<file path="config.mk">
export PLATFORM = sky130hd
export DESIGN_NAME = balanced_multi_queue_store_top
export DESIGN_NICKNAME = d
export VERILOG_FILES = /design/src/hw/rtl/bmqs_pkg.sv /design/src/hw/rtl/bmqs_ram.sv /design/src/hw/rtl/bmqs_pick.sv /design/src/hw/rtl/balanced_multi_queue_store_top.sv
export SDC_FILE = /design/constraint.sdc
export NUM_CORES = 1
export LEC_CHECK = 0
export BUFFER_PORTS_ARGS = -buffer_cell sky130_fd_sc_hd__buf_2
export CORE_MARGIN = 2
export CORE_UTILIZATION = 53
export CTS_BUF_LIST = sky130_fd_sc_hd__clkbuf_8
export CTS_CLUSTER_DIAMETER = 100
export DETAILED_ROUTE_END_ITERATION = 8
export PLACE_DENSITY = 0.66
export SLEW_MARGIN = 5
export SYNTH_ARGS = -nofsm -noshare
export SYNTH_HDL_FRONTEND = slang
export SYNTH_HIERARCHICAL = 1
export SYNTH_SLANG_ARGS = --single-unit
</file>
<file path="constraint.sdc">
create_clock -name clk -period 9.1 [get_ports clk]
set_input_delay 1.365 -clock clk [delete_from_list [all_inputs] [get_ports clk]]
set_output_delay 1.365 -clock clk [all_outputs]
set_load 0.02 [all_outputs]
</file>
<file path="src/hw/rtl/bmqs_pkg.sv">
// shared constants and codes for the balanced multi-queue store
package bmqs_pkg;

	// default sizes
	localparam int NUM_QUEUES_DEF    = 4;
	localparam int SEGMENT_DEPTH_DEF = 10;

	// fixed field widths
	localparam int FUNC_W = 2;
	localparam int SEL_W  = 2;
	localparam int VAL_W  = 32;
	localparam int STAT_W = 2;
	localparam int CNT_W  = 4;

	// operation codes
	localparam logic [FUNC_W-1:0] FUNC_PUSH       = 2'd0;
	localparam logic [FUNC_W-1:0] FUNC_POP        = 2'd1;
	localparam logic [FUNC_W-1:0] FUNC_PUSH_SHORT = 2'd2;
	localparam logic [FUNC_W-1:0] FUNC_POP_LONG   = 2'd3;

	// status codes
	localparam logic [STAT_W-1:0] ST_OK        = 2'd0;
	localparam logic [STAT_W-1:0] ST_OVERFLOW  = 2'd1;
	localparam logic [STAT_W-1:0] ST_UNDERFLOW = 2'd2;

endpackage

</file>
<file path="src/hw/rtl/bmqs_ram.sv">
// generic single-port synchronous ram with registered read
module bmqs_ram #(
	parameter int WIDTH = 32,
	parameter int DEPTH = 40
) (
	input  logic                     clk,
	input  logic                     we,
	input  logic                     re,
	input  logic [$clog2(DEPTH)-1:0] addr,
	input  logic [WIDTH-1:0]         wdata,
	output logic [WIDTH-1:0]         rdata
);

	logic [WIDTH-1:0] mem_q [DEPTH];
	logic [WIDTH-1:0] rdata_q;

	// write port
	always_ff @(posedge clk) begin
		if (we) begin
			mem_q[addr] <= wdata;
		end
	end

	// registered read port
	always_ff @(posedge clk) begin
		if (re) begin
			rdata_q <= mem_q[addr];
		end
	end

	assign rdata = rdata_q;

endmodule

</file>
<file path="src/hw/rtl/bmqs_pick.sv">
// shortest and longest queue selection, compare tree with lowest-index tie break
module bmqs_pick #(
	parameter int NUM_QUEUES = bmqs_pkg::NUM_QUEUES_DEF,
	parameter int CW         = 4
) (
	input  logic [NUM_QUEUES-1:0][CW-1:0]  occ,
	output logic [$clog2(NUM_QUEUES)-1:0]  short_idx,
	output logic [$clog2(NUM_QUEUES)-1:0]  long_idx
);

	localparam int LV  = $clog2(NUM_QUEUES);
	localparam int PAD = 1 << LV;

	logic [CW-1:0] mn_v [LV+1][PAD];
	logic [LV-1:0] mn_i [LV+1][PAD];
	logic [CW-1:0] mx_v [LV+1][PAD];
	logic [LV-1:0] mx_i [LV+1][PAD];

	// pairwise tree: the right leaf wins only when strictly better
	always_comb begin
		for (int l = 0; l <= LV; l++) begin
			for (int i = 0; i < PAD; i++) begin
				mn_v[l][i] = '0;
				mn_i[l][i] = '0;
				mx_v[l][i] = '0;
				mx_i[l][i] = '0;
			end
		end
		// leaves, padding never wins
		for (int i = 0; i < PAD; i++) begin
			if (i < NUM_QUEUES) begin
				mn_v[0][i] = occ[i];
				mx_v[0][i] = occ[i];
			end else begin
				mn_v[0][i] = '1;
				mx_v[0][i] = '0;
			end
			mn_i[0][i] = LV'(i);
			mx_i[0][i] = LV'(i);
		end
		for (int l = 0; l < LV; l++) begin
			for (int i = 0; i < (PAD >> (l + 1)); i++) begin
				if (mn_v[l][2*i+1] < mn_v[l][2*i]) begin
					mn_v[l+1][i] = mn_v[l][2*i+1];
					mn_i[l+1][i] = mn_i[l][2*i+1];
				end else begin
					mn_v[l+1][i] = mn_v[l][2*i];
					mn_i[l+1][i] = mn_i[l][2*i];
				end
				if (mx_v[l][2*i+1] > mx_v[l][2*i]) begin
					mx_v[l+1][i] = mx_v[l][2*i+1];
					mx_i[l+1][i] = mx_i[l][2*i+1];
				end else begin
					mx_v[l+1][i] = mx_v[l][2*i];
					mx_i[l+1][i] = mx_i[l][2*i];
				end
			end
		end
	end

	assign short_idx = mn_i[LV][0];
	assign long_idx  = mx_i[LV][0];

endmodule

</file>
<file path="src/hw/rtl/balanced_multi_queue_store_top.sv">
// Balanced multi-queue store: NUM_QUEUES linear FIFOs, each in a fixed segment
// of SEGMENT_DEPTH words of one shared single-port RAM. A request is taken on
// any clock edge with start high (busy stays low), one request per cycle; its
// result appears with done high in the next cycle, lined up with the
// registered RAM read. Results cannot be held off and must be taken in the
// cycle they are shown. Segment slots are written once and never reused, so a
// queue takes SEGMENT_DEPTH pushes in total. Ties on shortest or longest queue
// go to the lowest queue number. The RAM is undefined after reset and needs no
// clearing: only slots that were pushed are ever read.
module balanced_multi_queue_store_top #(
	parameter int NUM_QUEUES    = bmqs_pkg::NUM_QUEUES_DEF,
	parameter int SEGMENT_DEPTH = bmqs_pkg::SEGMENT_DEPTH_DEF
) (
	input  logic                               clk,
	input  logic                               arst_n,
	input  logic                               start,
	output logic                               busy,
	input  logic [bmqs_pkg::FUNC_W-1:0]        func,
	input  logic [bmqs_pkg::SEL_W-1:0]         queue_select,
	input  logic signed [bmqs_pkg::VAL_W-1:0]  push_value,
	output logic                               done,
	output logic [bmqs_pkg::STAT_W-1:0]        status,
	output logic [1:0]                         queue_served,
	output logic signed [bmqs_pkg::VAL_W-1:0]  pop_value,
	output logic [bmqs_pkg::CNT_W-1:0]         queue_count
);

	localparam int QW    = $clog2(NUM_QUEUES);
	localparam int CW    = $clog2(SEGMENT_DEPTH + 1);
	localparam int DEPTH = NUM_QUEUES * SEGMENT_DEPTH;
	localparam int AW    = $clog2(DEPTH);

	logic [NUM_QUEUES-1:0][CW-1:0] push_cnt_q;
	logic [NUM_QUEUES-1:0][CW-1:0] pop_cnt_q;
	logic [NUM_QUEUES-1:0][CW-1:0] occ;

	logic [bmqs_pkg::SEL_W-1:0]    sel_wrap;
	logic [QW+bmqs_pkg::SEL_W-1:0] sel_ext;
	logic [QW-1:0]                 q_named;
	logic [QW-1:0]                 short_idx;
	logic [QW-1:0]                 long_idx;
	logic [QW-1:0]                 q;
	logic                          is_push;
	logic                          full;
	logic                          empty;
	logic                          accept;
	logic                          do_push;
	logic                          do_pop;
	logic [CW-1:0]                 ptr;
	logic [AW-1:0]                 addr;
	logic [bmqs_pkg::STAT_W-1:0]   status_d;
	logic [CW-1:0]                 occ_after;
	logic [bmqs_pkg::VAL_W-1:0]    rdata;

	logic                          valid_s1;
	logic                          pop_ok_s1;
	logic [bmqs_pkg::STAT_W-1:0]   status_s1;
	logic [QW-1:0]                 served_s1;
	logic [CW-1:0]                 count_s1;

	logic [QW+1:0]                 served_ext;
	logic [CW+bmqs_pkg::CNT_W-1:0] count_ext;

	// occupancy per queue
	always_comb begin
		for (int i = 0; i < NUM_QUEUES; i++) begin
			occ[i] = push_cnt_q[i] - pop_cnt_q[i];
		end
	end

	bmqs_pick #(
		.NUM_QUEUES (NUM_QUEUES),
		.CW         (CW)
	) u_pick (
		.occ       (occ),
		.short_idx (short_idx),
		.long_idx  (long_idx)
	);

	// named queue wraps modulo the queue count, one subtract suffices
	always_comb begin
		if (queue_select >= NUM_QUEUES) begin
			sel_wrap = queue_select - bmqs_pkg::SEL_W'(NUM_QUEUES);
		end else begin
			sel_wrap = queue_select;
		end
		sel_ext = {QW'(0), sel_wrap};
		q_named = sel_ext[QW-1:0];
	end

	// operation decode and queue choice
	always_comb begin
		is_push = 1'b0;
		q       = q_named;
		unique case (func)
			bmqs_pkg::FUNC_PUSH: begin
				is_push = 1'b1;
				q       = q_named;
			end
			bmqs_pkg::FUNC_POP: begin
				is_push = 1'b0;
				q       = q_named;
			end
			bmqs_pkg::FUNC_PUSH_SHORT: begin
				is_push = 1'b1;
				q       = short_idx;
			end
			bmqs_pkg::FUNC_POP_LONG: begin
				is_push = 1'b0;
				q       = long_idx;
			end
			default: begin
				is_push = 1'b0;
				q       = q_named;
			end
		endcase
	end

	// full and empty tests, status
	assign full    = push_cnt_q[q] == CW'(SEGMENT_DEPTH);
	assign empty   = pop_cnt_q[q] == push_cnt_q[q];
	assign accept  = start && !busy;
	assign do_push = accept && is_push && !full;
	assign do_pop  = accept && !is_push && !empty;

	always_comb begin
		if (is_push) begin
			status_d = full ? bmqs_pkg::ST_OVERFLOW : bmqs_pkg::ST_OK;
		end else begin
			status_d = empty ? bmqs_pkg::ST_UNDERFLOW : bmqs_pkg::ST_OK;
		end
	end

	// occupancy of the served queue after this request
	always_comb begin
		if (do_push) begin
			occ_after = occ[q] + CW'(1);
		end else if (do_pop) begin
			occ_after = occ[q] - CW'(1);
		end else begin
			occ_after = occ[q];
		end
	end

	// slot address: segment base plus head or tail pointer
	assign ptr  = is_push ? push_cnt_q[q] : pop_cnt_q[q];
	assign addr = AW'(q) * AW'(SEGMENT_DEPTH) + AW'(ptr);

	bmqs_ram #(
		.WIDTH (bmqs_pkg::VAL_W),
		.DEPTH (DEPTH)
	) u_store (
		.clk   (clk),
		.we    (do_push),
		.re    (do_pop),
		.addr  (addr),
		.wdata (push_value),
		.rdata (rdata)
	);

	// push and pop counters
	always_ff @(posedge clk or negedge arst_n) begin
		if (!arst_n) begin
			push_cnt_q <= '0;
			pop_cnt_q  <= '0;
		end else begin
			if (do_push) begin
				push_cnt_q[q] <= push_cnt_q[q] + CW'(1);
			end
			if (do_pop) begin
				pop_cnt_q[q] <= pop_cnt_q[q] + CW'(1);
			end
		end
	end

	// result stage, lines up with the ram read
	always_ff @(posedge clk or negedge arst_n) begin
		if (!arst_n) begin
			valid_s1  <= 1'b0;
			pop_ok_s1 <= 1'b0;
		end else begin
			valid_s1  <= accept;
			pop_ok_s1 <= do_pop;
		end
	end

	always_ff @(posedge clk) begin
		if (accept) begin
			status_s1 <= status_d;
			served_s1 <= q;
			count_s1  <= occ_after;
		end
	end

	// result ports
	assign served_ext   = {2'b00, served_s1};
	assign count_ext    = {bmqs_pkg::CNT_W'(0), count_s1};
	assign busy         = 1'b0;
	assign done         = valid_s1;
	assign status       = status_s1;
	assign queue_served = served_ext[1:0];
	assign queue_count  = count_ext[bmqs_pkg::CNT_W-1:0];
	assign pop_value    = pop_ok_s1 ? $signed(rdata) : '0;

endmodule

</file>
; Word level (Yosys, flattened, before mapping)
; Memory sizes are Yosys's and may differ from the RTL's. A register that Yosys moved wholly into a read port is not among the register bits.
; Index checks and enable logic that the tools add are counted.
[totals]
ff_bits = 42
mem_bits_rw = 1280
output_inout_bits = 42
word_cells = 80
mem_count = 1
[classes]
addsub = 9
n_mul = 1
order_cmp = 8
n_eq_ne = 5
muxes = 31
reduce_logical = 12
[memory_table]
columns = memory, depth, word_bits, read_ports, rd_ports_with_merged_regs, wr, line_no
row1 = u_store.mem_q, 40, 32, 1, 1, 1, bmqs_ram.sv:14  ; logic [WIDTH-1:0] mem_q [DEPTH];
[ops]
columns = cell, count
row1 = $mux 4, 11
row2 = $bwmux 16, 2
row3 = $mux 32, 1
row4 = $bmux 4 s2, 3
row5 = $sub 4x4->4, 4
row6 = $add 4x1->4 const B, 3
row7 = $gt 4x4->1, 3
row8 = $lt 4x4->1, 3
row9 = $demux 4 s2, 1
row10 = $mux 2, 4
row11 = $mux 1, 7
row12 = $add 6x4->6, 1
row13 = $pmux 2 s3, 1
row14 = $reduce_or 2->1, 3
row15 = $logic_and 1x1->1, 5
row16 = $mul 2x3->5 const B, 1
row17 = $eq 2x2->1 const B, 2
row18 = $eq 4x4->1, 1
row19 = $eq 4x4->1 const B, 1
row20 = $sub 4x1->4 const B, 1
row21 = $logic_not 1->1, 3
row22 = $lt 2x3->1 const B, 1
row23 = $eq 2x1->1 const B, 1
row24 = $ge 2x1->1 const B, 1
row25 = 2 further kinds, 2

; Depth between registers and ports, before layout
[depth]
ltp_word = 13
mapped_depth = 40

; Cells and area by module
; The synthesis kept the hierarchy.
[by_module_without_submodules]
columns = module, n_inst, cells_per_inst, area_per_inst_um2, seq_area_each_um2
row1 = bmqs_ram, 1, 2714, 50290.7, 39397.8
row2 = balanced_multi_queue_store_top, 1, 349, 3528.4, 1091.0
row3 = bmqs_pick, 1, 75, 650.6, 0.0

; Worst setup path after synthesis
; Ideal clock, no wire load.
[synth_timing]
kind = register to register
start = reg pop_cnt_q[8] (netlist name)
end = mem u_store.mem_q[13][0] (enable)
arrival_time_ns = 7.948
t_required_ns = 8.679
setup_slack_ns = 0.731
stages_incl_launch_ff = 32
path_buffers = 3
cell_sequence = dfrtp_1 ha_1 fa_1 xnor2_1 inv_1 ha_1 o21ai_2 a21oi_2 nor2_4 a41o_4 mux2_4 ha_1 nor2b_1 o21ai_0 nand2b_1 a21oi_1 a41oi_1 mux2i_1 mux2i_4 a21o_4 inv_4 mux4_2 mux2i_1 ha_1 nand3b_1 nand2_1 xnor2_1 clkbuf_1 or3b_2 clkbuf_1 clkbuf_1 nor2_1
[synth_lines]
columns = element, line_no
row1 = start: declaration, balanced_multi_queue_store_top.sv:34  ; logic [NUM_QUEUES-1:0][CW-1:0] pop_cnt_q;
row2 = start signal: indexed assignment, balanced_multi_queue_store_top.sv:171  ; pop_cnt_q[q] <= pop_cnt_q[q] + CW'(1);
row3 = end: declaration, bmqs_ram.sv:14

==> impl_metrics.env <==
export IMPL_wirelength_mm=169
export IMPL_syn_area_per_cell_sq_um=17.4
export IMPL_ys_ff_latch=1354
export IMPL_worstSetupPathType="reg2reg"
export IMPL_coreArea_sq_mm=0.102
export IMPL_syn_area_sq_mm=0.0545
export IMPL_post_place_ws_ns=0.491
export IMPL_num_nets_final=3494
export IMPL_clkLatencyLatePin_ns=0.89
export IMPL_placed_cells=4573
export IMPL_dp_hpwl_mm=99.7
export IMPL_synth_distinct_cells=88
export IMPL_io_buffers=79
export IMPL_dieArea_sq_mm=0.105
export IMPL_layout_commonest_cell="edfxtp_1"
export IMPL_clk_path_buf_depth=3
export IMPL_yosysWarningCount=6
export IMPL_root_buffer="clkbuf_8"
export IMPL_rsz0062_at_grt="no"
export IMPL_worst_path_max_delay_cell="fa_4"
export IMPL_drive_gt1_frac=0.225
export IMPL_syn_inst=3138
export IMPL_drt_iter0_drc=5114
export IMPL_worstMarginPinSlew_ns=1.04
export IMPL_ys_top_cells_by_area="edfxtp_1, mux2i_1, mux4_2, mux2_2, a221oi_1"
export IMPL_min_period_ns=8.71
export IMPL_finalWorstSetupSlack_ns=0.393
export IMPL_row_count=117
export IMPL_ys_async_sr_fraction=0.0251
export IMPL_grt_overflow_total=0
export IMPL_cts_tree="done"
export IMPL_synth_edff_count=1320
export IMPL_ys_flop_type="edfxtp_1"
export IMPL_cp_common_cell="ha_1"
export IMPL_yosys_area_share_simple=0.0355
export IMPL_synth_top_family_by_area="compound AO/OA/AOI/OAI gates"
export IMPL_crit_arrival_ns=9.31
export IMPL_drv_cap=0
export IMPL_fp_dieW_microns=325
export IMPL_die_y_microns=325
export IMPL_setup_viol=0
export IMPL_yosys_area_share_adder=0.0101
export IMPL_min_period_over_period=0.957
export IMPL_initial_core_util=0.535
export IMPL_pin_count=81
export IMPL_avgRoutedWirePerCell_microns=34.0
export IMPL_path_clk_slew_ns=0.06
export IMPL_synth_top_area_share=0.728
export IMPL_yosysTopAreaCell="edfxtp_1"
export IMPL_final_antenna_net_count=0
export IMPL_hold_path_class="reg2reg"
export IMPL_max_freq_ghz=0.115
export IMPL_grt_util_all_layers=0.318
export IMPL_slowest_delay_ns=1.15
export IMPL_finalSetupTns_ns=0
export IMPL_clock_skew_ns=0.0424
export IMPL_grt_max_degree=66
export IMPL_numCtsBuffers=207
export IMPL_cp_start_kind="flip-flop"
export IMPL_synth_compound_area_frac=0.0932
export IMPL_synth_fp_nets=3218
export IMPL_clock_sinks=1354
export IMPL_antenna_found_initial=11
export IMPL_crit_required_ns=9.70
export IMPL_critPathMaxFanout=41
export IMPL_finalHoldViolCount=0
export IMPL_synth_xor_area_frac=0.00482
export IMPL_layout_area_overhead_vs_synth_pct=13.2
export IMPL_run_status="finished, final reports clean"
export IMPL_hold_buffers=0
export IMPL_drc=0
export IMPL_grt_pass1_vias=32800
export IMPL_grt_pass1_wl_mm=239
export IMPL_synth_mux_area_frac=0.0897
export IMPL_cp_end_kind="flip-flop"
export IMPL_final_util=0.605
export IMPL_firstDrtPassIters=5
export IMPL_globalplace_congestion=0.869
export IMPL_slew_headroom=0.306
export IMPL_vias=33200
export IMPL_layout_common_cells="edfxtp_1, clkbuf_8, mux2i_1"
export IMPL_h_tree_depth=4
export IMPL_vias_per_cell=6.70
export IMPL_stdcell_count=4955
export IMPL_ys_seq_area_frac=0.743
export IMPL_drv_slew=0
## cell type report
| class | count | area (sq um) |
|---|---|---|
| Sequential cell | 1354 | 40500 |
| Fill cell | 7502 | 40200 |
| Multi-Input combinational cell | 1521 | 13100 |
| Clock buffer | 210 | 2890 |
| Timing Repair Buffer | 276 | 2440 |
| Tap cell | 1368 | 1710 |
| Clock inverter | 169 | 813 |
| Inverter | 54 | 209 |
| Antenna cell | 3 | 7.51 |
## path summary, 6_finish.rpt
| check | from | end | cells past startpoint | slack (ns) |
|---|---|---|---|---|
| max | pop_cnt_q[8]$_DFFE_PN0P_ | u_store/rdata[30]$_DFFE_PP_ | 29 | 0.39 |
| min | pop_cnt_q[8]$_DFFE_PN0P_ | pop_cnt_q[8]$_DFFE_PN0P_ | 1 | 0.53 |
| max reg2reg | pop_cnt_q[8]$_DFFE_PN0P_ | u_store/rdata[30]$_DFFE_PP_ | 29 | 0.39 |
| min reg2reg | pop_cnt_q[8]$_DFFE_PN0P_ | pop_cnt_q[8]$_DFFE_PN0P_ | 1 | 0.53 |
| max in group asynchronous | arst_n | push_cnt_q[4]$_DFFE_PN0P_ | 1 | 7.95 |
| min in group asynchronous | arst_n | push_cnt_q[11]$_DFFE_PN0P_ | 1 | 0.59 |
## synth_stat cells (all sizes together) (65+ instances only)
cell type / instances
o21ai: 85
buf: 144
mux4: 68
a221oi: 131
clkbuf: 65
nor2: 124
mux2: 128
o22ai: 81
mux2i: 185
a22oi: 108
edfxtp: 1320
nand2: 104
## repair_timing
item                                    4_1_cts  5_1_grt
setup buffers                                 0        0
gates resized for setup                       0        1
endpoints found under the setup margin        0        1
## routing by layer
metal | track usage | part of all wire
met1 | 0.430 | 0.36
met2 | 0.498 | 0.47
met3 | 0.0739 | 0.12
met4 | 0.139 | 0.046
met5 | 0 | 0.00014
## logic make-up after synthesis
family,count (synthesis)
AO/OA/AOI/OAI,678
XOR/XNOR,30
adder cells (fa/ha/maj),41
buffers and inverters,263
flip-flops,1354
multiplexers,381
other,1
AND/OR/NAND/NOR,390
## flip-flops by register name, summed over array words and instances (netlist names), 2 cells and up
name           cells
u_store/mem_q   1280
status             2
queue_served       2
u_store/rdata     32
queue_count        4
pop_cnt_q         16
push_cnt_q        16
## critical path, delay by kind of cell, from the launching register on
family | cells | cell delay (ns)
multiplexers | 5 | 1.42
AO/OA/AOI/OAI | 10 | 1.75
XOR/XNOR | 1 | 0.29
adder cells (fa/ha/maj) | 5 | 2.43
flip-flops | 1 | 0.42
AND/OR/NAND/NOR | 5 | 1.59
buffers and inverters | 3 | 0.53
## through the flow
| stage | hold WS (ns) | area [sq um] |
|---|---|---|
| 6_report | 0.533 | 61700 |
| 5_1_grt | 0.564 | 61700 |
| 4_1_cts | 0.532 | 61700 |
| 3_5_place_dp | 0.518 | 58000 |
| 3_3_place_gp | 0.514 | 58000 |
| 2_1_floorplan | 0.489 | 54500 |
Power is left out: the tool's default activity adds up to more than one toggle a clock period on the data nets, which glitch-free logic cannot reach.
